### config.mk
export PLATFORM = sky130hd
export DESIGN_NAME = timed_release_slot_allocator
export DESIGN_NICKNAME = d
export VERILOG_FILES = /design/src/rtl/core/trsa_pkg.sv /design/src/rtl/core/timed_release_slot_allocator.sv
export SDC_FILE = /design/constraint.sdc
export NUM_CORES = 1
export LEC_CHECK = 0
export BUFFER_PORTS_ARGS = -buffer_cell sky130_fd_sc_hd__buf_2
export CORE_ASPECT_RATIO = 1.25
export CORE_MARGIN = 2
export CORE_UTILIZATION = 45
export CTS_BUF_LIST = sky130_fd_sc_hd__clkbuf_4 sky130_fd_sc_hd__clkbuf_8 sky130_fd_sc_hd__clkbuf_16
export DETAILED_ROUTE_END_ITERATION = 6
export HOLD_SLACK_MARGIN = 0.15
export PLACE_DENSITY = 0.58
export SLEW_MARGIN = 20
export SYNTH_ARGS = -nofsm -noshare
export SYNTH_HDL_FRONTEND = slang
export SYNTH_SLANG_ARGS = --single-unit
### constraint.sdc
create_clock -name i_clk -period 7.2 [get_ports i_clk]
set_clock_uncertainty 0.2 [all_clocks]
set_input_delay 0.72 -clock i_clk [delete_from_list [all_inputs] [get_ports i_clk]]
set_output_delay 0.72 -clock i_clk [all_outputs]
set_load 0.02 [all_outputs]
### src/rtl/core/trsa_pkg.sv
`timescale 1ns / 1ps

package trsa_pkg;

    localparam int NUM_SLOTS_DEF = 10;
    localparam int TIME_W        = 32;
    localparam int SLOT_IDX_W    = 4;
    localparam int IN_DATA_W     = 2 * TIME_W;
    localparam int OUT_DATA_W    = 8;

endpackage

### src/rtl/core/timed_release_slot_allocator.sv
`timescale 1ns / 1ps

// Timed-release slot allocator.
// The input stream carries one request per beat: a start time and an end time,
// both unsigned microsecond counts. For every request the block first frees each
// busy slot whose stored release time is not later than the start time, then
// grants the lowest-numbered free slot and stores the end time as its release time.
// The output stream returns one beat per request: the granted slot number in
// tdata and an exhausted flag in tuser, set when no slot was free (slot number 0).
// An accepted request goes into the input register, then through the compare and
// lowest-free search into the result register. One request is taken every cycle
// while the receiver takes results; the slot state is updated in the same cycle
// the result is registered, so back-to-back requests see each other's grants.
// When the receiver stalls, the result register holds its beat and the input
// register still takes one more request; tready drops only when both are full.
// A synchronous active-low reset frees all slots and empties both registers;
// stored release times are not cleared, since a slot's time is always written
// before the slot becomes busy.

module timed_release_slot_allocator #(
    parameter int NUM_SLOTS = trsa_pkg::NUM_SLOTS_DEF
) (
    input  logic                             i_clk,
    input  logic                             i_rst_n,
    input  logic                             i_s_tvalid,
    output logic                             o_s_tready,
    input  logic [trsa_pkg::IN_DATA_W-1:0]   i_s_tdata,   // start_time, end_time
    output logic                             o_m_tvalid,
    input  logic                             i_m_tready,
    output logic [trsa_pkg::OUT_DATA_W-1:0]  o_m_tdata,   // slot_index, zero fill
    output logic [0:0]                       o_m_tuser    // exhausted
);

    import trsa_pkg::*;

    logic                  r_in_valid;
    logic [TIME_W-1:0]     r_start;
    logic [TIME_W-1:0]     r_end;
    logic                  r_out_valid;
    logic [SLOT_IDX_W-1:0] r_out_idx;
    logic                  r_out_exh;
    logic [NUM_SLOTS-1:0]  r_busy;
    logic [TIME_W-1:0]     r_rel_time [NUM_SLOTS];

    logic                  in_take;
    logic                  advance;
    logic [NUM_SLOTS-1:0]  n_busy_rel;
    logic [NUM_SLOTS-1:0]  free_mask;
    logic [NUM_SLOTS-1:0]  grant_mask;
    logic                  any_free;
    logic [SLOT_IDX_W-1:0] grant_idx;

    assign advance    = r_in_valid && (!r_out_valid || i_m_tready);
    assign o_s_tready = !r_in_valid || advance;
    assign in_take    = i_s_tvalid && o_s_tready;

    always_comb begin
        for (int i = 0; i < NUM_SLOTS; i++) begin
            n_busy_rel[i] = r_busy[i] && (r_rel_time[i] > r_start);
        end
        free_mask  = ~n_busy_rel;
        grant_mask = free_mask & (~free_mask + NUM_SLOTS'(1));
        any_free   = |free_mask;
        grant_idx  = '0;
        for (int i = 0; i < NUM_SLOTS; i++) begin
            if (grant_mask[i]) begin
                grant_idx = grant_idx | SLOT_IDX_W'(i);
            end
        end
    end

    always_ff @(posedge i_clk) begin
        if (!i_rst_n) begin
            r_in_valid  <= 1'b0;
            r_out_valid <= 1'b0;
            r_busy      <= '0;
        end else begin
            if (in_take) begin
                r_in_valid <= 1'b1;
            end else if (advance) begin
                r_in_valid <= 1'b0;
            end
            if (advance) begin
                r_out_valid <= 1'b1;
                r_busy      <= n_busy_rel | grant_mask;
            end else if (i_m_tready) begin
                r_out_valid <= 1'b0;
            end
        end
    end

    always_ff @(posedge i_clk) begin
        if (in_take) begin
            r_start <= i_s_tdata[TIME_W-1:0];
            r_end   <= i_s_tdata[2*TIME_W-1:TIME_W];
        end
        if (advance) begin
            r_out_idx <= grant_idx;
            r_out_exh <= !any_free;
            for (int i = 0; i < NUM_SLOTS; i++) begin
                if (grant_mask[i]) begin
                    r_rel_time[i] <= r_end;
                end
            end
        end
    end

    assign o_m_tvalid = r_out_valid;
    assign o_m_tdata  = {(OUT_DATA_W - SLOT_IDX_W)'(0), r_out_idx};
    assign o_m_tuser  = r_out_exh;

endmodule

==> impl_metrics.py, run 1 <==
metrics = {
    "routing": {
        "first_iter_violations": 669,
        "antenna_left": 0,
        "via_per_inst": 5.62,
        "vias": 11964,
        "drc": 0,
        "wl_um": 49700,
        "drt_pass1_iterations": 5,
        "wire_per_inst_um": 23.3,
    },
    "cts": {
        "cts_tree": "built",
        "holdBufCountCts": 64,
        "cts_buffers": 44,
        "cts.sinks": 401,
        "cts_htree_levels": 2,
        "path_clk_slew_ns": 0.06,
        "cts_setup_buffers": 0,
        "cts_resized": 0,
        "cts_buffer_depth": 3,
        "clock-root-buffer": "clkbuf_16",
        "clk_latency_ns": 0.59,
    },
    "pwr": {
        "pwr-share-seq_pct": 49.2,
        "pwr_density_cell_nw_per_um2": 235,
        "swShare_pct": 22.3,
        "clkPwrFrac_pct": 44.3,
        "switchingPower_uw": 1200,
        "p_comb_share_pct": 6.6,
        "internal-power_uw": 4190,
        "vdd_drop_max_mv": 0.200,
        "power_leakage_uw": 0.00891,
    },
    "floorplanning": {
        "fp.dieArea_sq_um": 45100,
        "std_cell_rows": 85,
        "pin_count": 79,
        "die_h_um": 237,
        "initial_core_util_pct": 45.5,
        "die_w_um": 190,
        "coreArea_sq_um": 43000,
    },
    "outcome": {
        "outcome": "finished, final reports clean",
    },
    "synth": {
        "synth_top_cell_area_share_pct": 59.8,
        "ys.flop_type": "edfxtp_1",
        "synth.most_common_cell": "edfxtp_1",
        "ys_ff_latch": 401,
        "synth.area.top_cells": "edfxtp_1 (60%), ha_1 (20%), a21oi_1 (3.0%)",
        "yosysWarningCount": 0,
        "yosysSeqAreaShare_pct": 61.0,
        "synth_common_cells": "edfxtp_1 (389), ha_1 (320), a21oi_1 (116), nand2_1 (91), nand4_1 (56)",
        "async_reset_ff_share_pct": 0,
        "synth_edf_count": 389,
        "yosysTopAreaCell": "edfxtp_1",
        "synthCells": 1338,
        "synth.distinct_cells": 55,
        "syn_area_sq_um": 19500,
        "syn_area_per_cell_sq_um": 14.6,
    },
    "global_route": {
        "track_usage_pct": 22.6,
        "gr-total-overflow": 0,
        "grt_pass1_vias": 12303,
        "grt_pass1_wl_um": 74200,
        "grt_max_degree": 65,
        "grt_antenna_before_repair": 0,
    },
    "cells_and_area": {
        "area_delta_synth_final_pct": 17.3,
        "multi_input_area_sq_um": 7460,
        "insertedDiodeCount": 0,
        "nets": 1918,
        "seqCellArea_sq_um": 11900,
        "drive_gt1_share_pct": 13.0,
        "fillers": 3631,
    },
    "critical_path": {
        "cp-start-kind": "register",
        "worstSetupPathType": "reg2reg",
        "reg2reg_from": "r_start[9]",
        "r2r-end": "r_rel_time[6][30]",
        "reg2reg_depth": 9,
        "cp-end-kind": "register",
        "rrSetupSlack_ns": 2.87,
        "worstPathMaxFanout": 32,
        "crit_required_ns": 7.19,
        "cp_data_arrival_time_ns": 4.32,
    },
    "timing": {
        "drv_slew": 0,
        "maxSlewHeadroom_pct": 28.7,
        "period_share_pct": 60.1,
        "rsz0062_at_grt": "false",
        "finalHoldViolations": 0,
        "setup_tns_ns": 0,
        "period_needed_ns": 4.33,
        "hold_ws_ns": 0.220,
        "worst_slew_pin_slew_ns": 1.07,
        "fmax_mhz": 231,
        "finalSetupViolations": 0,
    },
    "run": {
        "maxCapViolCount": 0,
    },
    "place": {
        "gp_congestion": 0.863,
        "io_buffers": 74,
        "hpwl_um": 35000,
    },
    "hold_path": {
        "worstHoldPathCells": 3,
        "hold_path.class": "in2reg",
        "hold_end": "r_in_valid",
        "hp-start": "i_s_tvalid",
    },
}
cells by family after synthesis:
family / share of synthesized area, %
adders and majority gates: 20.5
AOI/OAI and AO/OA: 9.17
DFF: 61.0
other: 0.0192
buffers and inverters: 1.13
and+or+nand+nor: 8.14
flip-flops by register name (all words and copies together), names as in the netlist:
register	count
r_in_valid	1
r_end	32
o_m_tvalid	1
r_start	32
r_out_idx	4
r_busy	10
r_rel_time	320
o_m_tuser	1
power groups by stage:
stage	clock (uW)	combinational [uW]	sequential [uW]
after floorplan	0	208	2680
after global placement	0	319	2700
after detailed placement	0	330	2700
after CTS	2430	359	2650
after global routing	2520	400	2660
final	2390	354	2650
cells in the final DEF (no fill, tap or decap), types with 6 or more instances in the layout:
cell	n
nand2b_1	7
nand4_1	56
o211ai_1	16
o211ai_2	6
a31oi_1	11
dlygate4sd3_1	64
nor2_1	39
a21oi_1	116
clkbuf_16	45
o21ai_0	44
buf_4	10
nor4_2	6
clkinv_2	7
nor2b_1	14
dfxtp_1	12
clkbuf_4	6
nand2_1	91
buf_2	74
inv_1	48
clkinv_1	9
bufinv_16	8
nand4_2	7
edfxtp_1	389
a211oi_1	12
nand3_1	20
a21o_1	30
ha_1	320
a221oi_1	9
worst max-delay path, cell delays in order, from the launching register on:
cell	delay (ns)
edfxtp_1	0.35
inv_1	0.36
ha_1	0.23
nand4_1	0.17
nor4_1	0.64
o21ai_0	0.30
a31oi_1	0.27
o211ai_2	0.19
nor4_4	0.28
and3_2	0.92
final cells by class:
class                           instances  share of cell area [%]
Clock buffer                           51                    5.11
Timing Repair Buffer                  150                    4.95
Sequential cell                       401                    52.0
Clock inverter                         28                    1.50
Inverter                               48                   0.786
Multi-Input combinational cell        885                    32.6
Tap cell                              565                    3.08
routing by layer:
layer / global-route usage (%) / routed length (um)
met5: 0 / 0
met4: 11.1 / 2420
met3: 2.73 / 1760
met2: 41.7 / 26100
met1: 25.5 / 19400
how the worst max path moves through the flow:
stage | start | end | cells past startpoint
2_1_floorplan | r_start[14] | r_rel_time[1][0] | 8
3_3_place_gp | r_start[26] | r_rel_time[3][18] | 10
3_5_place_dp | r_start[9] | r_rel_time[7][6] | 10
4_1_cts | r_start[26] | r_rel_time[3][19] | 10
5_1_grt | r_start[9] | r_rel_time[6][30] | 9
6_report | r_start[9] | r_rel_time[6][30] | 9
through the flow:
stage               instances  cell area [sq um]  utilization (%)  worst slack, ns  power, uW
floorplan                1341              19500                -             2.08       2880
global placement         1983              20700             48.2             2.68       3020
detailed placement       1983              20700             48.2             2.61       3030
CTS                      2126              22900             53.2             2.58       5440
global route             2128              22900             53.3             2.71       5570
finish                   2128              22900             53.3             2.87       5390
Note: power is estimated with default switching activity, not from simulation.
==> run 2: changes to the inputs <==
==> constraint.sdc (replaced) <==
create_clock -name i_clk -period 4.48 [get_ports i_clk]
set_clock_uncertainty 0.2 [all_clocks]
set_input_delay 0.448 -clock i_clk [delete_from_list [all_inputs] [get_ports i_clk]]
set_output_delay 0.448 -clock i_clk [all_outputs]
set_load 0.02 [all_outputs]
==> impl_metrics.py, run 2 (synthesized netlist as in run 1, its figures left out) <==
metrics = {
    "global_route": {
        "gr-total-overflow": 0,
        "track_usage_pct": 22.9,
        "grt_max_degree": 65,
        "grt_pass1_wl_um": 75000,
        "grt_pass1_vias": 12284,
        "grt_antenna_before_repair": 0,
    },
    "floorplanning": {
        "pin_count": 79,
        "die_h_um": 237,
        "fp.dieArea_sq_um": 45100,
        "die_w_um": 190,
        "initial_core_util_pct": 45.5,
        "std_cell_rows": 85,
        "coreArea_sq_um": 43000,
    },
    "timing": {
        "worst_slew_pin_slew_ns": 0.995,
        "period_share_pct": 95.5,
        "period_needed_ns": 4.28,
        "fmax_mhz": 234,
        "finalSetupViolations": 0,
        "hold_ws_ns": 0.317,
        "drv_slew": 0,
        "rsz0062_at_grt": "false",
        "setup_tns_ns": 0,
        "finalHoldViolations": 0,
        "maxSlewHeadroom_pct": 33.7,
    },
    "critical_path": {
        "cp_data_arrival_time_ns": 4.33,
        "cp-start-kind": "register",
        "crit_required_ns": 4.53,
        "crit_family": "simple AND/OR/NAND/NOR gates",
        "worstSetupPathType": "reg2reg",
        "critPathBufInv": 2,
        "cp-end-kind": "register",
        "cpPeakStageDelay_ns": 0.53,
        "worst_path_max_delay_cell": "nor4_4",
        "path_cells": "inv_1 > ha_1 > nand4_1 > nor4_4 > a21boi_1 > o311a_1 > o211ai_4 > nor2_2 > nand4_2 > nor3_4 > buf_4",
        "worstPathMaxFanout": 16,
    },
    "cells_and_area": {
        "insertedDiodeCount": 0,
        "drive_gt1_share_pct": 14.3,
        "final_common_cell": "edfxtp_1",
        "largest_reg_flops": 320,
        "nets": 1949,
        "fin_area_sq_um": 23100,
        "fillers": 3623,
        "final_cell_mix": "edfxtp_1 (389), ha_1 (320), a21oi_1 (116)",
        "reg_top3": "r_rel_time (320), r_end (32), r_start (32)",
        "regMostFlops": "r_rel_time",
        "area_delta_synth_final_pct": 18.4,
        "multi_input_area_sq_um": 7530,
        "seqCellArea_sq_um": 11900,
    },
    "hold_path": {
        "hold_path.class": "reg2reg",
    },
    "pwr": {
        "swShare_pct": 22.7,
        "power_leakage_uw": 0.00905,
        "clkPwrFrac_pct": 42.5,
        "switchingPower_uw": 1920,
        "internal-power_uw": 6530,
        "vdd_drop_max_mv": 0.350,
        "p_comb_share_pct": 7.0,
        "finalPower_uw": 8450,
        "pwr-share-seq_pct": 50.4,
        "pwr_density_cell_nw_per_um2": 365,
    },
    "place": {
        "placed_area_sq_um": 21000,
        "gp_congestion": 0.923,
        "hpwl_um": 36500,
        "io_buffers": 74,
    },
    "cts": {
        "cts_buffers": 44,
        "cts_buffer_depth": 3,
        "clock-root-buffer": "clkbuf_16",
        "clk_latency_ns": 0.57,
        "cts_setup_buffers": 0,
        "path_clk_slew_ns": 0.06,
        "cts.sinks": 401,
        "cts_htree_levels": 2,
        "cts_tree": "built",
    },
    "routing": {
        "first_iter_violations": 628,
        "wire_per_inst_um": 23.6,
        "vias": 12040,
        "drc": 0,
        "via_per_inst": 5.58,
        "antenna_left": 0,
        "wl_um": 50900,
        "drt_pass1_iterations": 5,
    },
    "run": {
        "maxCapViolCount": 0,
    },
    "outcome": {
        "outcome": "finished, final reports clean",
    },
}
==> run 2: cell types whose count changed in the layout (fill, tap and decap cells not counted), sizes merged <==
cell         previous run  this run
inv                    50        49
bufinv                  8         4
clkinv                 17        21
buf                    86       111
dlygate4sd3            64        70
clkinvlp                1         0
clkbuf                 51        53
==> run 2: layout make-up <==
cell class,instances,area share (%)
Clock buffer,53,5.13
Multi-Input combinational cell,885,32.6
Sequential cell,401,51.6
Clock inverter,26,0.969
Tap cell,565,3.06
Inverter,48,0.779
Timing Repair Buffer,181,5.94
==> run 2: per-stage QoR <==
| step | setup WS, ns | instances | utilization [%] |
|---|---|---|---|
| final | 0.201 | 2159 | 53.8 |
| after global routing | 0.0224 | 2159 | 53.8 |
| after CTS | 0.0247 | 2159 | 53.7 |
| after detailed placement | -0.244 | 2010 | 48.8 |
| after global placement | -0.210 | 2010 | 48.8 |
| after floorplan | 0.291 | 1341 | - |
==> run 2: per-layer routing <==
| layer | global-route usage (%) | up-vias | wire (um) | part of all wire (%) |
|---|---|---|---|---|
| met5 | 0 | - | 0 | 0 |
| met2 | 43.1 | 234 | 27300 | 54 |
| met4 | 8.72 | 0 | 1810 | 3.6 |
| met1 | 26.3 | 5944 | 20000 | 39 |
| met3 | 2.50 | 88 | 1830 | 3.6 |
| li1 | - | 5774 | - | - |
==> run 2: path summary, 6_finish.rpt <==
| kind | slack [ns] | depth (start not counted) | endpoint | startpoint |
|---|---|---|---|---|
| worst min register to register | 0.32 | 1 | r_busy[0] | r_busy[0] |
| worst max register to register | 0.20 | 11 | r_rel_time[9][17] | r_start[10] |
| worst max-delay path | 0.20 | 11 | r_rel_time[9][17] | r_start[10] |
| worst min-delay path | 0.32 | 1 | r_busy[0] | r_busy[0] |
==> run 2: power by group through the flow <==
stage | logic, uW | clock network [uW] | registers [uW]
2_1_floorplan | 334 | 0 | 4300
3_3_place_gp | 532 | 0 | 4340
3_5_place_dp | 547 | 0 | 4340
4_1_cts | 597 | 3670 | 4260
5_1_grt | 666 | 3780 | 4270
6_report | 592 | 3590 | 4260
==> run 2: what timing repair did <==
item                                    in CTS  in global routing
gates resized for setup                      1                  3
hold buffers                                70                  0
hold endpoints to repair                    76                  0
endpoints found under the setup margin      64                 54
